===== src/hw/rtl/tical_pkg.sv =====
// Shared types and constants of the temperature-interpolated calibration table.
`timescale 1ns / 1ps
`default_nettype none
package tical_pkg;

    // Command codes carried in the input tuser field
    typedef enum logic [2:0] {
        CMD_UPD_TEMP   = 3'd0,
        CMD_FORCE_TEMP = 3'd1,
        CMD_WR_POINT   = 3'd2,
        CMD_RD_ACTIVE  = 3'd3,
        CMD_RD_POINT   = 3'd4,
        CMD_CLR_DIRTY  = 3'd5
    } t_cmd;

    // Configuration register indexes
    localparam logic [1:0] REG_PT_LOW  = 2'd0;
    localparam logic [1:0] REG_PT_MID  = 2'd1;
    localparam logic [1:0] REG_PT_HIGH = 2'd2;
    localparam logic [1:0] REG_HYST    = 2'd3;

    // Q8 weight format
    localparam int         FRAC_BITS = 8;
    localparam logic [8:0] Q8_ONE    = 9'd256;

    // Reset values
    localparam logic signed [15:0] RST_PT_LOW      = 16'sd50;
    localparam logic signed [15:0] RST_PT_MID      = 16'sd250;
    localparam logic signed [15:0] RST_PT_HIGH     = 16'sd450;
    localparam logic        [14:0] RST_HYST        = 15'd20;
    localparam logic signed [15:0] RST_ACTIVE_TEMP = 16'sd250;

    typedef enum logic [3:0] {
        ST_IDLE,
        ST_EXEC,
        ST_RD_RAW,
        ST_RD_A,
        ST_RD_B,
        ST_MUL,
        ST_LERP,
        ST_D_CMP,
        ST_D_SUB,
        ST_D_DIV,
        ST_OUT
    } t_state;

    // Status flags of one result word, dirty in the lowest bit
    typedef struct packed {
        logic index_error;
        logic temp_changed;
        logic dirty;
    } t_flags;

endpackage
`default_nettype wire


===== src/hw/rtl/tical_store.sv =====
// Reference value memory with per-entry valid bits so unwritten entries read as zero.
`timescale 1ns / 1ps
`default_nettype none
module tical_store #(
    parameter int DEPTH = 132,
    parameter int AW    = 8
) (
    input  wire logic          i_clk,
    input  wire logic          i_rst_n,
    input  wire logic          i_we,
    input  wire logic [AW-1:0] i_waddr,
    input  wire logic [15:0]   i_wdata,
    input  wire logic          i_re,
    input  wire logic [AW-1:0] i_raddr,
    output logic      [15:0]   o_rdata
);
    logic [15:0]      r_mem [DEPTH];
    logic [DEPTH-1:0] r_vld;
    logic [15:0]      r_rdata;
    logic             r_rvld;

    always_ff @(posedge i_clk) begin
        if (i_we) begin
            r_mem[i_waddr] <= i_wdata;
        end
        if (i_re) begin
            r_rdata <= r_mem[i_raddr];
        end
    end

    always_ff @(posedge i_clk) begin
        if (!i_rst_n) begin
            r_vld  <= '0;
            r_rvld <= 1'b0;
        end else begin
            if (i_we) begin
                r_vld[i_waddr] <= 1'b1;
            end
            if (i_re) begin
                r_rvld <= r_vld[i_raddr];
            end
        end
    end

    assign o_rdata = r_rvld ? r_rdata : 16'd0;

endmodule
`default_nettype wire


===== src/hw/rtl/tical_div.sv =====
// Restoring divider that produces the Q8 interpolation weight one bit per cycle.
`timescale 1ns / 1ps
`default_nettype none
module tical_div (
    input  wire logic        i_clk,
    input  wire logic        i_rst_n,
    input  wire logic        i_start,
    input  wire logic [15:0] i_num,
    input  wire logic [15:0] i_den,
    output logic             o_busy,
    output logic [tical_pkg::FRAC_BITS-1:0] o_quot
);
    import tical_pkg::*;

    localparam int CW = $clog2(FRAC_BITS + 1);

    logic [CW-1:0]        r_cnt;
    logic [16:0]          r_rem;
    logic [15:0]          r_den;
    logic [FRAC_BITS-1:0] r_quot;
    logic [16:0]          rem_sh;
    logic [16:0]          rem_sub;
    logic                 fits;

    // Numerator stays below the divisor, so the shifted remainder fits 17 bits
    assign rem_sh  = {r_rem[15:0], 1'b0};
    assign fits    = rem_sh >= {1'b0, r_den};
    assign rem_sub = rem_sh - {1'b0, r_den};

    always_ff @(posedge i_clk) begin
        if (!i_rst_n) begin
            r_cnt <= '0;
        end else if (i_start) begin
            r_cnt <= CW'(FRAC_BITS);
        end else if (r_cnt != '0) begin
            r_cnt <= r_cnt - 1'b1;
        end
    end

    always_ff @(posedge i_clk) begin
        if (i_start) begin
            r_rem <= {1'b0, i_num};
            r_den <= i_den;
        end else if (r_cnt != '0) begin
            r_rem  <= fits ? rem_sub : rem_sh;
            r_quot <= {r_quot[FRAC_BITS-2:0], fits};
        end
    end

    assign o_busy = r_cnt != '0;
    assign o_quot = r_quot;

endmodule
`default_nettype wire


===== src/hw/rtl/temp_interpolated_cal_table.sv =====
// Top level: command sequencer, temperature tracking and interpolation datapath.
// Write, clear and unused commands run the execute and output states; a raw point read adds a
// store read, an active read two reads, multiply and lerp, a temperature load the 8-step divider.
// One word at a time: the next word is accepted back in idle, after the result word has loaded.
// A temperature point register write reruns the weight derivation, with tready low meanwhile.
// Reset (synchronous, active low) clears the store valid bits and then derives the weight.
`timescale 1ns / 1ps
`default_nettype none
module temp_interpolated_cal_table #(
    parameter int TEMP_POINTS = 3,
    parameter int TABLE_COUNT = 4,
    parameter int SOC_POINTS  = 11
) (
    input  wire logic        i_clk,
    input  wire logic        i_rst_n,
    input  wire logic        i_cfg_we,
    input  wire logic [1:0]  i_cfg_addr,
    input  wire logic [15:0] i_cfg_wdata,
    input  wire logic        s_axis_tvalid,
    output logic             s_axis_tready,
    // [15:0] temperature, [17:16] temp_index, [19:18] table_select, [23:20] soc_index,
    // [39:24] write_value
    input  wire logic [39:0] s_axis_tdata,
    // [2:0] command
    input  wire logic [2:0]  s_axis_tuser,
    output logic             m_axis_tvalid,
    input  wire logic        m_axis_tready,
    // [15:0] read_value, [31:16] current_temp
    output logic [31:0]      m_axis_tdata,
    // [0] dirty, [1] temp_changed, [2] index_error
    output logic [2:0]       m_axis_tuser
);
    import tical_pkg::*;

    localparam int DEPTH = TABLE_COUNT * TEMP_POINTS * SOC_POINTS;
    localparam int AW    = $clog2(DEPTH);

    t_state r_state, n_state;

    logic signed [15:0] r_pt [3];
    logic        [14:0] r_hyst;
    logic signed [15:0] r_active;
    logic               r_interval;
    logic        [8:0]  r_weight;
    logic               r_dirty;
    logic               r_derive_pend;
    logic               r_from_cmd;
    logic               r_m_valid;

    logic        [2:0]  r_cmd;
    logic signed [15:0] r_temp;
    logic        [1:0]  r_ti;
    logic        [1:0]  r_tbl;
    logic        [3:0]  r_idx;
    logic        [15:0] r_wval;
    logic      [AW-1:0] r_addr;
    logic        [15:0] r_a;
    logic        [15:0] r_b;
    logic signed [26:0] r_prod;
    logic        [15:0] r_rd;
    logic               r_changed;
    logic               r_err;
    logic        [31:0] r_m_data;
    t_flags             r_m_user;

    logic               accept;
    logic               act_ok;
    logic               pt_ok;
    logic        [1:0]  ti_sel;
    logic      [AW-1:0] addr_calc;
    logic signed [16:0] temp_diff;
    logic        [16:0] temp_mag;
    logic               hyst_ok;
    logic signed [15:0] pt_last;
    logic               t_le_first;
    logic               t_ge_last;
    logic               lo_up;
    logic signed [15:0] p_lo;
    logic signed [15:0] p_hi;
    logic signed [16:0] num_full;
    logic signed [16:0] den_full;
    logic signed [16:0] lerp_diff;
    logic signed [9:0]  w_s;
    logic signed [18:0] lerp_q;
    logic        [19:0] lerp_sum;
    logic        [15:0] lerp_val;

    logic               mem_we;
    logic               mem_re;
    logic      [AW-1:0] mem_raddr;
    logic        [15:0] mem_rdata;
    logic               div_start;
    logic               div_busy;
    logic [FRAC_BITS-1:0] div_quot;
    logic               out_load;

    tical_store #(
        .DEPTH (DEPTH),
        .AW    (AW)
    ) u_store (
        .i_clk   (i_clk),
        .i_rst_n (i_rst_n),
        .i_we    (mem_we),
        .i_waddr (addr_calc),
        .i_wdata (r_wval),
        .i_re    (mem_re),
        .i_raddr (mem_raddr),
        .o_rdata (mem_rdata)
    );

    tical_div u_div (
        .i_clk   (i_clk),
        .i_rst_n (i_rst_n),
        .i_start (div_start),
        .i_num   (num_full[15:0]),
        .i_den   (den_full[15:0]),
        .o_busy  (div_busy),
        .o_quot  (div_quot)
    );

    assign accept = s_axis_tvalid && s_axis_tready;

    // Index checks and store address
    assign act_ok    = (32'(r_tbl) < TABLE_COUNT) && (32'(r_idx) < SOC_POINTS);
    assign pt_ok     = act_ok && (32'(r_ti) < TEMP_POINTS);
    assign ti_sel    = (r_cmd == CMD_RD_ACTIVE) ? {1'b0, r_interval} : r_ti;
    assign addr_calc = AW'((32'(r_tbl) * TEMP_POINTS + 32'(ti_sel)) * SOC_POINTS
                           + 32'(r_idx));

    // Hysteresis check
    assign temp_diff = {r_temp[15], r_temp} - {r_active[15], r_active};
    assign temp_mag  = temp_diff[16] ? 17'(-temp_diff) : 17'(temp_diff);
    assign hyst_ok   = temp_mag >= {2'b00, r_hyst};

    // Interval search against the calibration points
    assign pt_last    = r_pt[2'(TEMP_POINTS - 1)];
    assign t_le_first = r_active <= r_pt[0];
    assign t_ge_last  = r_active >= pt_last;
    assign lo_up      = (TEMP_POINTS == 3) && (r_active >= r_pt[1]);
    assign p_lo       = r_interval ? r_pt[1] : r_pt[0];
    assign p_hi       = r_interval ? r_pt[2] : r_pt[1];
    assign num_full   = {r_active[15], r_active} - {p_lo[15], p_lo};
    assign den_full   = {p_hi[15], p_hi} - {p_lo[15], p_lo};

    // Lerp: floor shift of the product, then clamp to the 16-bit range
    assign lerp_diff = $signed({1'b0, r_b}) - $signed({1'b0, r_a});
    assign w_s       = $signed({1'b0, r_weight});
    assign lerp_q    = r_prod[26:FRAC_BITS];
    assign lerp_sum  = {4'b0000, r_a} + {lerp_q[18], lerp_q};
    always_comb begin
        if (lerp_sum[19]) begin
            lerp_val = 16'd0;
        end else if (lerp_sum[18:16] != 3'd0) begin
            lerp_val = 16'hFFFF;
        end else begin
            lerp_val = lerp_sum[15:0];
        end
    end

    // Next state
    always_comb begin
        n_state = r_state;
        case (r_state)
            ST_IDLE: begin
                if (r_derive_pend) begin
                    n_state = ST_D_CMP;
                end else if (s_axis_tvalid) begin
                    n_state = ST_EXEC;
                end
            end
            ST_EXEC: begin
                case (r_cmd)
                    CMD_UPD_TEMP:   n_state = hyst_ok ? ST_D_CMP : ST_OUT;
                    CMD_FORCE_TEMP: n_state = ST_D_CMP;
                    CMD_RD_ACTIVE:  n_state = act_ok ? ST_RD_A : ST_OUT;
                    CMD_RD_POINT:   n_state = pt_ok ? ST_RD_RAW : ST_OUT;
                    default:        n_state = ST_OUT;
                endcase
            end
            ST_RD_RAW: n_state = ST_OUT;
            ST_RD_A:   n_state = ST_RD_B;
            ST_RD_B:   n_state = ST_MUL;
            ST_MUL:    n_state = ST_LERP;
            ST_LERP:   n_state = ST_OUT;
            ST_D_CMP: begin
                if (t_le_first || t_ge_last) begin
                    n_state = r_from_cmd ? ST_OUT : ST_IDLE;
                end else begin
                    n_state = ST_D_SUB;
                end
            end
            ST_D_SUB: n_state = ST_D_DIV;
            ST_D_DIV: begin
                if (!div_busy) begin
                    n_state = r_from_cmd ? ST_OUT : ST_IDLE;
                end
            end
            ST_OUT: begin
                if (!r_m_valid || m_axis_tready) begin
                    n_state = ST_IDLE;
                end
            end
            default: n_state = ST_IDLE;
        endcase
    end

    // State outputs
    always_comb begin
        s_axis_tready = 1'b0;
        mem_we        = 1'b0;
        mem_re        = 1'b0;
        mem_raddr     = addr_calc;
        div_start     = 1'b0;
        out_load      = 1'b0;
        case (r_state)
            ST_IDLE: s_axis_tready = !r_derive_pend;
            ST_EXEC: begin
                mem_we = (r_cmd == CMD_WR_POINT) && pt_ok;
                mem_re = ((r_cmd == CMD_RD_POINT) && pt_ok)
                      || ((r_cmd == CMD_RD_ACTIVE) && act_ok);
            end
            ST_RD_A: begin
                // upper temperature point sits one SOC row further on
                mem_re    = 1'b1;
                mem_raddr = r_addr + AW'(SOC_POINTS);
            end
            ST_D_SUB: div_start = 1'b1;
            ST_OUT:   out_load  = !r_m_valid || m_axis_tready;
            default: begin
                s_axis_tready = 1'b0;
            end
        endcase
    end

    // Control and configuration state
    always_ff @(posedge i_clk) begin
        if (!i_rst_n) begin
            r_state       <= ST_IDLE;
            r_pt[0]       <= RST_PT_LOW;
            r_pt[1]       <= RST_PT_MID;
            r_pt[2]       <= RST_PT_HIGH;
            r_hyst        <= RST_HYST;
            r_active      <= RST_ACTIVE_TEMP;
            r_interval    <= 1'b0;
            r_weight      <= '0;
            r_dirty       <= 1'b0;
            r_derive_pend <= 1'b1;
            r_from_cmd    <= 1'b0;
            r_m_valid     <= 1'b0;
        end else begin
            r_state <= n_state;

            if (i_cfg_we) begin
                case (i_cfg_addr)
                    REG_PT_LOW:  r_pt[0] <= $signed(i_cfg_wdata);
                    REG_PT_MID:  r_pt[1] <= $signed(i_cfg_wdata);
                    REG_PT_HIGH: r_pt[2] <= $signed(i_cfg_wdata);
                    REG_HYST:    r_hyst  <= i_cfg_wdata[14:0];
                    default:     r_hyst  <= r_hyst;
                endcase
            end

            // A point write during a derivation pass queues another pass
            if (i_cfg_we && (i_cfg_addr != REG_HYST)) begin
                r_derive_pend <= 1'b1;
            end else if ((r_state == ST_IDLE) && r_derive_pend) begin
                r_derive_pend <= 1'b0;
            end

            case (r_state)
                ST_IDLE: r_from_cmd <= !r_derive_pend;
                ST_EXEC: begin
                    case (r_cmd)
                        CMD_UPD_TEMP: begin
                            if (hyst_ok) begin
                                r_active <= r_temp;
                            end
                        end
                        CMD_FORCE_TEMP: r_active <= r_temp;
                        CMD_WR_POINT: begin
                            if (pt_ok) begin
                                r_dirty <= 1'b1;
                            end
                        end
                        CMD_CLR_DIRTY: r_dirty <= 1'b0;
                        default: r_dirty <= r_dirty;
                    endcase
                end
                ST_D_CMP: begin
                    if (t_le_first) begin
                        r_interval <= 1'b0;
                        r_weight   <= '0;
                    end else if (t_ge_last) begin
                        r_interval <= 1'(TEMP_POINTS - 2);
                        r_weight   <= Q8_ONE;
                    end else begin
                        r_interval <= lo_up;
                    end
                end
                ST_D_DIV: begin
                    if (!div_busy) begin
                        r_weight <= {1'b0, div_quot};
                    end
                end
                default: r_from_cmd <= r_from_cmd;
            endcase

            if (out_load) begin
                r_m_valid <= 1'b1;
            end else if (m_axis_tready) begin
                r_m_valid <= 1'b0;
            end
        end
    end

    // Item payload and datapath
    always_ff @(posedge i_clk) begin
        if (accept) begin
            r_cmd     <= s_axis_tuser;
            r_temp    <= $signed(s_axis_tdata[15:0]);
            r_ti      <= s_axis_tdata[17:16];
            r_tbl     <= s_axis_tdata[19:18];
            r_idx     <= s_axis_tdata[23:20];
            r_wval    <= s_axis_tdata[39:24];
            r_rd      <= 16'd0;
        end
        case (r_state)
            ST_EXEC: begin
                r_addr    <= addr_calc;
                r_changed <= ((r_cmd == CMD_UPD_TEMP) && hyst_ok)
                          || (r_cmd == CMD_FORCE_TEMP);
                r_err     <= (((r_cmd == CMD_WR_POINT) || (r_cmd == CMD_RD_POINT)) && !pt_ok)
                          || ((r_cmd == CMD_RD_ACTIVE) && !act_ok);
            end
            ST_RD_RAW: r_rd   <= mem_rdata;
            ST_RD_A:   r_a    <= mem_rdata;
            ST_RD_B:   r_b    <= mem_rdata;
            ST_MUL:    r_prod <= lerp_diff * w_s;
            ST_LERP:   r_rd   <= lerp_val;
            default:   r_a    <= r_a;
        endcase
        if (out_load) begin
            r_m_data              <= {r_active, r_rd};
            r_m_user.index_error  <= r_err;
            r_m_user.temp_changed <= r_changed;
            r_m_user.dirty        <= r_dirty;
        end
    end

    assign m_axis_tvalid = r_m_valid;
    assign m_axis_tdata  = r_m_data;
    assign m_axis_tuser  = r_m_user;

    a_ready_not_dividing: assert property (@(posedge i_clk) disable iff (!i_rst_n)
        s_axis_tready |-> !div_busy)
        else $error("input ready while the weight divider is running");

    a_accept_to_exec: assert property (@(posedge i_clk) disable iff (!i_rst_n)
        accept |=> (r_state == ST_EXEC))
        else $error("accepted word did not enter execution");

    a_div_weight_below_one: assert property (@(posedge i_clk) disable iff (!i_rst_n)
        ((r_state == ST_D_DIV) && !div_busy) |=> !r_weight[8])
        else $error("divided weight reached one");

    a_result_from_out: assert property (@(posedge i_clk) disable iff (!i_rst_n)
        $rose(r_m_valid) |-> ($past(r_state) == ST_OUT))
        else $error("result word raised outside the output state");

endmodule
`default_nettype wire


===== config.mk =====
export PLATFORM = sky130hd
export DESIGN_NAME = temp_interpolated_cal_table
export DESIGN_NICKNAME = d
export VERILOG_FILES = /design/src/hw/rtl/tical_pkg.sv /design/src/hw/rtl/tical_store.sv /design/src/hw/rtl/tical_div.sv /design/src/hw/rtl/temp_interpolated_cal_table.sv
export SDC_FILE = /design/constraint.sdc
export NUM_CORES = 2
export LEC_CHECK = 0
export BUFFER_PORTS_ARGS = -buffer_cell sky130_fd_sc_hd__buf_2
export CORE_MARGIN = 2
export CORE_UTILIZATION = 50
export DETAILED_ROUTE_END_ITERATION = 7
export HOLD_SLACK_MARGIN = 0.08
export PLACE_DENSITY = 0.65
export SLEW_MARGIN = 10
export SYNTH_ARGS = -nofsm -noshare
export SYNTH_HDL_FRONTEND = slang
export SYNTH_HIERARCHICAL = 1
export SYNTH_SLANG_ARGS = --single-unit

===== constraint.sdc =====
create_clock -name i_clk -period 19 [get_ports i_clk]
set_input_delay 3.8 -clock i_clk [delete_from_list [all_inputs] [get_ports i_clk]]
set_output_delay 3.8 -clock i_clk [all_outputs]
set_load 0.02 [all_outputs]

==> results_dict.tcl <==
set metrics [dict create \
    fill_cells 17200 \
    cp.arrival_ns 9.47 \
    rsz0062_at_grt "no" \
    synth_fp_nets 7035 \
    area_delta_synth_final_pct 11.6 \
    first_iter_violations 7732 \
    fin_area_sq_um 124000 \
    die_w_um 476 \
    maxCapViolations 0 \
    synth_common_cells "edfxtp_1, mux4_2, inv_1, nand2_1, nor2_1" \
    synth_top_area_share_pct 63.8 \
    timing.fmax_ghz 0.112 \
    r2r_cells 28 \
    period_share_pct 46.8 \
    drt_wl_total_um 297000 \
    synth_edf_count 2371 \
    syn_area_sq_um 112000 \
    p_sw_share_pct 38.7 \
    hold_buffers 0 \
    critPathCaptureType "flop" \
    cts_inserted_buffers 280 \
    io_buffers 102 \
    dr.pass1.iters 8 \
    setup_viol 0 \
    cts_buffer_depth 4 \
    p_sw_uw 7520 \
    clock-sinks 2557 \
    overflow 0 \
    power_density_nw_per_um2 156 \
    start_kind "flop" \
    hp-class "reg2reg" \
    reg2reg_from "r_cmd[2]" \
    layout-drive-gt1-share_pct 19.5 \
    ctsResizeCount 0 \
    critPathMaxStageDelay_ns 0.92 \
    grt_pass1_wl_um 430000 \
    outcome "complete, but fails checks" \
    placed_area_sq_um 116000 \
    worstPathMaxFanout 38 \
    grt_usage_pct 25.9 \
    slew_headroom_pct 14.4 \
    setup_slack_ns 10.11 \
    finalSetupTns_ns 0 \
    synth_area_leaders "edfxtp_1, mux4_2, dfxtp_1" \
    power.total_uw 19500 \
    coreArea_sq_um 222000 \
    ios 103 \
    power_frac_clock_pct 26.4 \
    syn_inst 6592 \
    synthArstFlopShare_pct 0 \
    yosysMostFrequentCell "edfxtp_1" \
    antenna_found_initial 13 \
    cp-startpoint "r_cmd[2]" \
    crit_top_cell "inv_1" \
    reg2reg_slack_ns 10.11 \
    p_leak_uw 0.0428 \
    p_int_uw 11900 \
    synth_flop_cell "edfxtp_1" \
    worst-slew-pin-transition_ns 1.25 \
    vias 62600 \
    clkSlewWorstSetupHoldPaths_ns 0.06 \
    clk_latency_ns 0.92 \
    crit_required_ns 19.58 \
    die_area_sq_um 227000 \
    p_seq_share_pct 33.4 \
    yosysSeqAreaShare_pct 67.2 \
    initial_utilization_pct 50.2 \
    r2r_end "u_store/r_rdata[8]" \
    grt_pass1_vias 61800 \
    skew_ns 0.0717 \
    fin_crit_ns 8.89 \
    ys_types 107 \
    rows 173 \
    synth_seq_cells 2557 \
    crit_end "u_store/r_rdata[8]" \
    pre_cts_slack_ns 10.08 \
    globalplace.congestion 0.907 \
    syn_avg_cell_area_sq_um 16.9 \
    critPathKind "reg2reg" \
    cts_tree "yes" \
    final_nets 7327 \
    routedWlPerCell_um 29.5 \
    violations "DRC" \
    drv_slew 0 \
    avgViaCountPerCell 6.23 \
    synth_area_leader_cell "edfxtp_1" \
    hold_viol 0 \
    ir_drop_mv 0.218 \
    ant_nets 0 \
    drc_errors 4 \
    final_util_pct 56.0 \
    slowest_stage "nand2_1" \
    post_cts_buffers 0 \
    ys_warn_count 6 \
    htree_levels 5 \
    dp_hpwl_um 186000 \
    cts_root_buf "clkbuf_16" \
    dieHeight_um 476 \
    comb_power_share_pct 40.2 \
    grt_start_max_net_pins 139 \
]
logic make-up (layout without fill, tap and decap cells):
group,count (synthesis),count (layout),share of synthesized area [%]
and+or+nand+nor,1164,1164,5.07
DFF,2557,2557,67.2
AOI/OAI and AO/OA,921,921,5.82
muxes,776,776,12.8
xor gates and xnor gates,110,110,0.883
other,0,5,0
buffers and inverters,687,1172,3.07
adders and majority gates,377,377,5.17
worst max-delay path, delay by kind of cell (launching register included):
| family | cells | cell delay [ns] |
|---|---|---|
| XOR/XNOR | 1 | 0.69 |
| AND/OR/NAND/NOR | 8 | 2.24 |
| flip-flops | 1 | 0.46 |
| buffers and inverters | 7 | 1.26 |
| adder cells (fa/ha/maj) | 7 | 2.45 |
| AO/OA/AOI/OAI | 5 | 1.45 |
layout make-up:
type	instances	area, sq um	area share (%)
Multi-Input combinational cell	3348	33500	26.9
Sequential cell	2557	74900	60.2
Antenna cell	5	12.5	0.0101
Inverter	361	1360	1.09
Clock inverter	124	910	0.731
Timing Repair Buffer	336	2350	1.89
Tap cell	2975	3720	2.99
Clock buffer	351	7630	6.13
how the worst min path moves through the flow:
stage                     slack, ns              end  cells past startpoint  startpoint
after floorplan                0.40  m_axis_tdata[0]                      0     r_rd[0]
after CTS                      0.39  m_axis_tdata[9]                      0     r_rd[9]
final                          0.40  m_axis_tdata[9]                      0     r_rd[9]
after global placement         0.41  m_axis_tdata[8]                      0     r_rd[8]
after global routing           0.42  m_axis_tdata[8]                      0     r_rd[8]
after detailed placement       0.40  m_axis_tdata[7]                      0     r_rd[7]
metrics by stage:
stage          hold slack [ns]  instances
5_1_grt                  0.422      10100
2_1_floorplan            0.400       6592
3_5_place_dp             0.405       9577
4_1_cts                  0.388      10100
3_3_place_gp             0.406       9577
6_report                 0.397      10100
placed cells by master, fill, tap and decap left out, types with 19 or more instances in the layout:
cell type     n
a211oi_1     49
clkbuf_1     47
xnor2_1      79
a221o_1      32
a31oi_1      32
o21ai_0      95
dfxtp_1     185
nor2b_1      61
nor3b_1      19
edfxtp_1   2371
o22ai_1      35
nand3_1      67
and3_1       24
buf_4       228
a22oi_1      26
ha_1        238
clkinv_1     44
a21oi_1     178
buf_2       101
o221ai_1     33
o21a_1      166
nand2_1     347
xor2_1       29
mux2i_1     243
mux4_2      499
clkbuf_16   290
nor2_2       80
fa_1        139
nand4_1      40
a21o_1       46
nor2_1      225
o211ai_1     31
nand2b_1     48
nor3_1       54
inv_1       357
clkinv_2     55
and2_1       97
sequential cells by signal, summed over array words and instances (netlist names), 16 cells and up:
name             flops
m_axis_tdata        32
r_a                 16
r_active            16
r_b                 16
r_prod              19
r_pt                48
r_rd                16
r_temp              16
r_wval              16
u_div/r_den         16
u_div/r_rem         16
u_store/r_mem     2112
u_store/r_rdata     16
u_store/r_vld      132
power by group through the flow:
stage	logic, uW	clock network (uW)	registers [uW]
final	7830	5130	6500
after global routing	8090	5410	6510
after CTS	7670	5210	6500
after detailed placement	7640	0	6620
after global placement	7600	0	6610
after floorplan	4710	0	6600
layer usage:
metal	wire length [um]	global-route usage (%)	part of all wire [%]
met3	27100	5.03	9.1
met2	140000	41.1	47
met1	119000	36.0	40
met5	34	0	0.011
met4	10600	8.67	3.6
Note: power is estimated with default switching activity, not from simulation.
